<file path="config.mk">
export PLATFORM = sky130hd
export DESIGN_NAME = escaped_api_frame_parser
export DESIGN_NICKNAME = d
export VERILOG_FILES = /design/src/hdl/eafp_pkg.sv /design/src/hdl/eafp_parser.sv /design/src/hdl/escaped_api_frame_parser.sv
export VERILOG_INCLUDE_DIRS = /design/src /design/src/hdl
export SDC_FILE = /design/constraint.sdc
export NUM_CORES = 1
export LEC_CHECK = 0
export BUFFER_PORTS_ARGS = -buffer_cell sky130_fd_sc_hd__buf_4
export CORE_ASPECT_RATIO = 0.5
export CORE_UTILIZATION = 59
export CTS_CLUSTER_DIAMETER = 100
export DETAILED_ROUTE_END_ITERATION = 12
export GPL_ROUTABILITY_DRIVEN = 0
export HOLD_SLACK_MARGIN = 0.03
export PLACE_DENSITY = 0.86
export SLEW_MARGIN = 20
export SYNTH_ARGS = -nofsm -noshare
export SYNTH_HDL_FRONTEND = slang
export SYNTH_HIERARCHICAL = 1
export SYNTH_SLANG_ARGS = --single-unit
</file>
<file path="constraint.sdc">
create_clock -name clk -period 11.67 [get_ports clk]
set_input_delay 0.5835 -clock clk [delete_from_list [all_inputs] [get_ports clk]]
set_output_delay 0.5835 -clock clk [all_outputs]
set_load 0.05 [all_outputs]
</file>
<file path="src/hdl/assert_macros.svh">
// assertion helpers shared by the rtl
`ifndef ASSERT_MACROS_SVH
`define ASSERT_MACROS_SVH

// same-cycle implication, disabled while in reset
`define ASSERT_IMPLY(label, clk, rst_n, ante, cons) \
    label: assert property (@(posedge clk) disable iff (!rst_n) (ante) |-> (cons)) \
        else $error("implication check failed");

// next-cycle implication, disabled while in reset
`define ASSERT_NEXT(label, clk, rst_n, ante, cons) \
    label: assert property (@(posedge clk) disable iff (!rst_n) (ante) |=> (cons)) \
        else $error("next-cycle check failed");

`endif

</file>
<file path="src/hdl/eafp_pkg.sv">
`default_nettype none

package eafp_pkg;

    // framing bytes
    localparam logic [7:0] START_DELIM = 8'h7E;
    localparam logic [7:0] ESCAPE_BYTE = 8'h7D;
    localparam logic [7:0] ESCAPE_XOR  = 8'h20;
    localparam logic [7:0] SUM_GOOD    = 8'hFF;

    // frame types with captured fields
    localparam logic [7:0] TYPE_TX_STATUS      = 8'h8B;
    localparam logic [7:0] TYPE_AT_RESP        = 8'h88;
    localparam logic [7:0] TYPE_REMOTE_AT_RESP = 8'h97;
    localparam logic [7:0] TYPE_RX_PACKET      = 8'h90;

    // result kinds
    localparam logic [1:0] KIND_PAYLOAD   = 2'd0;
    localparam logic [1:0] KIND_GOOD      = 2'd1;
    localparam logic [1:0] KIND_CSUM_ERR  = 2'd2;
    localparam logic [1:0] KIND_ABORT     = 2'd3;

    // parser phase, one-hot
    typedef enum logic [4:0] {
        PH_HUNT   = 5'b00001,
        PH_LEN_HI = 5'b00010,
        PH_LEN_LO = 5'b00100,
        PH_BODY   = 5'b01000,
        PH_CHECK  = 5'b10000
    } phase_t;

    // one result transaction
    typedef struct packed {
        logic [1:0]  kind;
        logic [7:0]  data_byte;
        logic [7:0]  frame_type;
        logic [7:0]  frame_id;
        logic [7:0]  status_byte;
        logic [63:0] source_address;
        logic [15:0] at_command;
        logic [15:0] frame_length;
    } result_t;

endpackage

`default_nettype wire

</file>
<file path="src/hdl/eafp_parser.sv">
`default_nettype none

module eafp_parser (
    input  wire logic              clk,
    input  wire logic              rst_n,
    input  wire logic              step,
    input  wire logic [7:0]        rx_byte,
    output logic                   has_result,
    output eafp_pkg::result_t      result
);
    import eafp_pkg::*;

    phase_t      phase_reg, phase_next;
    logic        esc_reg, esc_next;
    logic [15:0] len_reg, len_next;
    logic [15:0] pos_reg, pos_next;
    logic [7:0]  sum_reg, sum_next;
    logic [7:0]  type_reg, type_next;
    logic [7:0]  id_reg, id_next;
    logic [7:0]  status_reg, status_next;
    logic [63:0] addr_reg, addr_next;
    logic [15:0] cmd_reg, cmd_next;

    // per-byte state update and result selection
    always_comb
    begin
        logic [7:0]  b;
        logic [15:0] start;
        logic        abort;

        b           = rx_byte;
        start       = 16'd0;
        abort       = 1'b0;
        phase_next  = phase_reg;
        esc_next    = esc_reg;
        len_next    = len_reg;
        pos_next    = pos_reg;
        sum_next    = sum_reg;
        type_next   = type_reg;
        id_next     = id_reg;
        status_next = status_reg;
        addr_next   = addr_reg;
        cmd_next    = cmd_reg;
        has_result  = 1'b0;
        result.kind = KIND_PAYLOAD;
        result.data_byte = 8'd0;

        if (rx_byte == START_DELIM)
        begin
            // start delimiter always opens a new frame
            abort       = (phase_reg != PH_HUNT);
            has_result  = abort;
            result.kind = KIND_ABORT;
            phase_next  = PH_LEN_HI;
            esc_next    = 1'b0;
            len_next    = 16'd0;
            pos_next    = 16'd0;
            sum_next    = 8'd0;
            type_next   = 8'd0;
            id_next     = 8'd0;
            status_next = 8'd0;
            addr_next   = 64'd0;
            cmd_next    = 16'd0;
        end
        else if (phase_reg == PH_HUNT)
        begin
            // ignore line noise between frames
        end
        else if (!esc_reg && rx_byte == ESCAPE_BYTE)
        begin
            esc_next = 1'b1;
        end
        else
        begin
            // unescape in place
            if (esc_reg)
            begin
                b = rx_byte ^ ESCAPE_XOR;
            end
            esc_next = 1'b0;

            case (phase_reg)
                PH_LEN_HI:
                begin
                    len_next   = {b, 8'd0};
                    phase_next = PH_LEN_LO;
                end
                PH_LEN_LO:
                begin
                    len_next   = {len_reg[15:8], b};
                    pos_next   = 16'd0;
                    phase_next = ({len_reg[15:8], b} != 16'd0) ? PH_BODY : PH_CHECK;
                end
                PH_BODY:
                begin
                    sum_next = sum_reg + b;
                    // field capture by body offset and type
                    if (pos_reg == 16'd0)
                    begin
                        type_next = b;
                    end
                    else
                    begin
                        if (pos_reg == 16'd1)
                        begin
                            id_next = b;
                        end
                        case (type_reg)
                            TYPE_TX_STATUS:
                            begin
                                if (pos_reg == 16'd5)
                                begin
                                    status_next = b;
                                end
                            end
                            TYPE_AT_RESP:
                            begin
                                if (pos_reg == 16'd2 || pos_reg == 16'd3)
                                begin
                                    cmd_next = {cmd_reg[7:0], b};
                                end
                                else if (pos_reg == 16'd4)
                                begin
                                    status_next = b;
                                end
                            end
                            TYPE_REMOTE_AT_RESP:
                            begin
                                if (pos_reg >= 16'd2 && pos_reg <= 16'd9)
                                begin
                                    addr_next = {addr_reg[55:0], b};
                                end
                                else if (pos_reg == 16'd12 || pos_reg == 16'd13)
                                begin
                                    cmd_next = {cmd_reg[7:0], b};
                                end
                                else if (pos_reg == 16'd14)
                                begin
                                    status_next = b;
                                end
                            end
                            TYPE_RX_PACKET:
                            begin
                                if (pos_reg >= 16'd1 && pos_reg <= 16'd8)
                                begin
                                    addr_next = {addr_reg[55:0], b};
                                end
                                else if (pos_reg == 16'd11)
                                begin
                                    status_next = b;
                                end
                            end
                            default:
                            begin
                            end
                        endcase
                    end
                    // payload offset of the type seen so far
                    case (type_next)
                        TYPE_AT_RESP:        start = 16'd5;
                        TYPE_REMOTE_AT_RESP: start = 16'd15;
                        TYPE_RX_PACKET:      start = 16'd12;
                        default:             start = 16'd0;
                    endcase
                    if (start != 16'd0 && pos_reg >= start)
                    begin
                        has_result       = 1'b1;
                        result.kind      = KIND_PAYLOAD;
                        result.data_byte = b;
                    end
                    pos_next = pos_reg + 16'd1;
                    if (pos_next >= len_reg)
                    begin
                        phase_next = PH_CHECK;
                    end
                end
                PH_CHECK:
                begin
                    sum_next    = sum_reg + b;
                    has_result  = 1'b1;
                    result.kind = (sum_next == SUM_GOOD) ? KIND_GOOD : KIND_CSUM_ERR;
                    phase_next  = PH_HUNT;
                end
                default:
                begin
                    phase_next = PH_HUNT;
                end
            endcase
        end

        // abort reports fields held before the clear
        result.frame_type     = abort ? type_reg   : type_next;
        result.frame_id       = abort ? id_reg     : id_next;
        result.status_byte    = abort ? status_reg : status_next;
        result.source_address = abort ? addr_reg   : addr_next;
        result.at_command     = abort ? cmd_reg    : cmd_next;
        result.frame_length   = abort ? len_reg    : len_next;
    end

    // frame state
    always_ff @(posedge clk or negedge rst_n)
    begin
        if (!rst_n)
        begin
            phase_reg  <= PH_HUNT;
            esc_reg    <= 1'b0;
            len_reg    <= 16'd0;
            pos_reg    <= 16'd0;
            sum_reg    <= 8'd0;
            type_reg   <= 8'd0;
            id_reg     <= 8'd0;
            status_reg <= 8'd0;
            addr_reg   <= 64'd0;
            cmd_reg    <= 16'd0;
        end
        else if (step)
        begin
            phase_reg  <= phase_next;
            esc_reg    <= esc_next;
            len_reg    <= len_next;
            pos_reg    <= pos_next;
            sum_reg    <= sum_next;
            type_reg   <= type_next;
            id_reg     <= id_next;
            status_reg <= status_next;
            addr_reg   <= addr_next;
            cmd_reg    <= cmd_next;
        end
    end

endmodule

`default_nettype wire

</file>
<file path="src/hdl/escaped_api_frame_parser.sv">
// a byte accepted into the input register steps the parser, and any result it
// gives is captured in the output register; a full, stalled output holds it back
// throughput: one byte per cycle unless a full, stalled output holds the parser
// reset: asynchronous active-low; clears valid flags, parser returns to hunting
`default_nettype none

`include "assert_macros.svh"

module escaped_api_frame_parser (
    input  wire logic        clk,
    input  wire logic        rst_n,
    input  wire logic        in_valid,
    output logic             in_stall,
    input  wire logic [7:0]  rx_byte,
    output logic             out_valid,
    input  wire logic        out_stall,
    output logic [1:0]       kind,
    output logic [7:0]       data_byte,
    output logic [7:0]       frame_type,
    output logic [7:0]       frame_id,
    output logic [7:0]       status_byte,
    output logic [63:0]      source_address,
    output logic [15:0]      at_command,
    output logic [15:0]      frame_length
);
    import eafp_pkg::*;

    logic       s1_valid_reg;
    logic [7:0] s1_byte_reg;
    logic       s1_fire;
    logic       has_result;
    result_t    result;
    logic       out_valid_reg;
    result_t    out_reg;

    // parser advances unless its result would hit a full, stalled output
    assign s1_fire  = s1_valid_reg && (!has_result || !out_valid_reg || !out_stall);
    assign in_stall = s1_valid_reg && !s1_fire;

    // input register
    always_ff @(posedge clk or negedge rst_n)
    begin
        if (!rst_n)
        begin
            s1_valid_reg <= 1'b0;
        end
        else if (in_valid && !in_stall)
        begin
            s1_valid_reg <= 1'b1;
        end
        else if (s1_fire)
        begin
            s1_valid_reg <= 1'b0;
        end
    end

    always_ff @(posedge clk)
    begin
        if (in_valid && !in_stall)
        begin
            s1_byte_reg <= rx_byte;
        end
    end

    eafp_parser u_parser (
        .clk        (clk),
        .rst_n      (rst_n),
        .step       (s1_fire),
        .rx_byte    (s1_byte_reg),
        .has_result (has_result),
        .result     (result)
    );

    // result register
    always_ff @(posedge clk or negedge rst_n)
    begin
        if (!rst_n)
        begin
            out_valid_reg <= 1'b0;
        end
        else if (s1_fire && has_result)
        begin
            out_valid_reg <= 1'b1;
        end
        else if (!out_stall)
        begin
            out_valid_reg <= 1'b0;
        end
    end

    always_ff @(posedge clk)
    begin
        if (s1_fire && has_result)
        begin
            out_reg <= result;
        end
    end

    assign out_valid      = out_valid_reg;
    assign kind           = out_reg.kind;
    assign data_byte      = out_reg.data_byte;
    assign frame_type     = out_reg.frame_type;
    assign frame_id       = out_reg.frame_id;
    assign status_byte    = out_reg.status_byte;
    assign source_address = out_reg.source_address;
    assign at_command     = out_reg.at_command;
    assign frame_length   = out_reg.frame_length;

    // checks on the pipeline control
    `ASSERT_IMPLY(a_no_overwrite, clk, rst_n, out_valid_reg && out_stall, !(s1_fire && has_result))
    `ASSERT_NEXT(a_result_shown, clk, rst_n, s1_fire && has_result, out_valid_reg)
    `ASSERT_IMPLY(a_stall_needs_item, clk, rst_n, in_stall, s1_valid_reg && has_result)
    `ASSERT_IMPLY(a_data_only_payload, clk, rst_n, out_valid_reg && kind != KIND_PAYLOAD, data_byte == 8'd0)

endmodule

`default_nettype wire
</file>
==> summary.txt <==
Finished Layout Cells -> 1678
max capacitance violation total -> 0
# nets final -> 1397
CTS clock-pin slew for the worst setup and hold paths -> 0.07 ns
I/O Buffers -> 143
clock buffer count from CTS -> 25
DIE HEIGHT -> 111.5 um
CTS tree -> yes
slowest CP cell -> a21oi_4
syn_nets -> 1294
Post-synth EDFFs -> 138
leakage -> 6.688 nW
share of cells above drive strength 1 -> 21.30%
CP arrival -> 6.40 ns
Crit Path Category -> flip-flop to flip-flop
Worst EP required -> 11.86 ns
initial DRC count -> 1549
setup TNS -> 0 ns
run status -> finished, final reports clean
placed cell count -> 1632
vias in the first global route -> 10810
CTS H-tree depth -> 1
Final Hold Viols -> 0
share of the synthesized area in the top cell type -> 29.31%
Critical Path Start Type -> flip-flop
Synth async-reset ratio -> 52.41%
fillers -> 1581
CP Buf/Inv Count -> 3
worst min path class -> primary input to asynchronous set/reset pin
Max Clk Rate -> 0.1611 GHz
router iterations before antenna repair -> 6
FP Rows -> 39
ANT cells -> 0
Sink Count -> 290
clk_lat worst skew -> 0.57 ns
FF-to-FF Start -> u_parser/pos_reg[0]
Final Slew Violations -> 0
final setup violation count -> 0
Worst R2R End -> data_byte[3]
Routed WL per cell -> 22.44 um
CTS resizes -> 0
DR DRC count -> 0
dominant synthesized flop cell -> dfrtp_1
Post-Syn Area -> 0.01414 mm^2
first-pass GRT wire length -> 59380 um
via count -> 11260
reg2reg setup slack -> 5.46 ns
largest net degree at the start of global routing -> 96
top cells by area, synth -> edfxtp_1, dfrtp_1, a22o_1
Avg Vias per Cell -> 6.712
Layout Area Growth over Synthesis -> 13.58%
Power Density -> 152.5 mW/mm^2
fin crit period -> 6.207 ns
Die ar. -> 0.02462 mm^2
Worst-Margin Slew -> 1.089 ns
Hold Buf Count CTS -> 0
Syn Area/Cell -> 11.32 um^2
initial antenna violation count -> 0
core area -> 0.02318 mm^2
post-DP HPWL -> 24250 um
Final ANT Viol Nets -> 0
Post-CTS Setup Repair Bufs -> 0
Gate Count Post-Synth -> 1249
register bit count reported by yosys -> 290
CP peak stage delay -> 0.74 ns
relative slew slack -> 26.70%
worst-path cell chain -> inv_1 > ha_1 > nor3b_1 > nand4_1 > a21oi_1 > o311ai_0 > ha_1 > a21boi_0 > o21bai_1 > a31oi_1 > nor3_1 > nand3b_1 > nand2_1 > a21oi_4 > buf_4 > buf_4
Root Buffer -> clkbuf_16
skew final -> 0.01374 ns
Clock Tree Buf Depth -> 3
Top Family by Delay on Critical Path -> compound AO/OA/AOI/OAI gates
total gr overflow -> 0
R2R depth -> 16
Die X -> 220.9 um
commonest non-fill, non-tap cell in the layout -> nand2_1
crit end category -> flip-flop
I/O pin count -> 144
WL final -> 37660 um
crit share post-route -> 53.19%
CP max FO -> 65
GRT Total Usage -> 30.49%
Peak supply drop -> 0.0001084 V
yosys warns -> 6
area leader, netlist -> edfxtp_1
initial core utilization -> 61.00%
unrepaired setup endpoints after global routing -> false
Yosys cell types -> 80
most frequent cells in the layout -> nand2_1, buf_4, dfrtp_1
sequential share of the synthesized area -> 56.22%
## worst max-delay path by stage
stage,depth (start not counted),end,startpoint
floorplan,15,at_command[0],u_parser/pos_reg[0]
global placement,16,frame_length[8],u_parser/pos_reg[0]
detailed placement,16,kind[0],u_parser/pos_reg[0]
CTS,16,data_byte[3],u_parser/pos_reg[0]
global route,16,data_byte[2],u_parser/pos_reg[0]
finish,16,data_byte[3],u_parser/pos_reg[0]
## cells in the mapped netlist (all sizes together) (10+ instances only)
cell / n
nand2: 166
dfrtp: 151
edfxtp: 138
o21ai: 128
nand3: 107
a22o: 103
buf: 49
inv: 40
clkbuf: 35
ha: 32
nor2: 26
a21oi: 23
nor3: 22
and2: 16
nand4: 16
o2bb2ai: 16
a32o: 14
nor4: 13
xnor2: 12
nor2b: 11
a21o: 10
## where the power goes
| group | switching, W | internal (W) | leakage, nW |
|---|---|---|---|
| clock | 0.000380 | 0.000419 | 0.378 |
| combinational | 0.000330 | 0.000129 | 2.83 |
| sequential | 0.0000388 | 0.00115 | 3.48 |
| total | 0.000749 | 0.00170 | 6.69 |
## layout make-up
class | instances | area, um^2 | share of cell area (%)
Clock buffer | 36 | 696.9 | 4.340
Timing Repair Buffer | 160 | 1205 | 7.503
Inverter | 41 | 153.9 | 0.9583
Clock inverter | 10 | 65.06 | 0.4051
Multi-Input combinational cell | 834 | 5605 | 34.90
Tap cell | 307 | 384.1 | 2.392
Sequential cell | 290 | 7949 | 49.50
## cells by family (layout without fill, tap and decap cells)
group | count (synthesis) | count (layout) | synth area share (%)
AO/OA/AOI/OAI | 352 | 352 | 19.41
adder cells (fa/ha/maj) | 33 | 33 | 2.973
multiplexers | 12 | 12 | 0.9026
XOR/XNOR | 21 | 21 | 1.301
buffers and inverters | 125 | 247 | 4.433
flip-flops | 290 | 290 | 56.22
AND/OR/NAND/NOR | 416 | 416 | 14.76
## stage by stage
step	util (%)	power, W	hold WS, ns	area, um^2	setup slack [ns]
2_1_floorplan	-	0.001532	0.2879	14140	2.054
4_1_cts	69.28	0.002450	0.1529	16060	5.615
3_5_place_dp	66.00	0.001662	0.4729	15300	5.639
6_report	69.28	0.002450	0.1091	16060	5.463
3_3_place_gp	66.00	0.001638	0.4718	15300	6.092
5_1_grt	69.28	0.002528	0.1772	16060	5.004
## routing by layer
metal	track usage, %	up-vias	routed length [um]	share of wire, %
met4	13.80	0	1889	5.0
met5	0	-	0	0
met1	41.68	5507	14450	38
met2	47.87	700	17650	47
met3	5.965	150	3661	9.7
li1	-	4905	-	-
(Power assumes the default switching activity.)
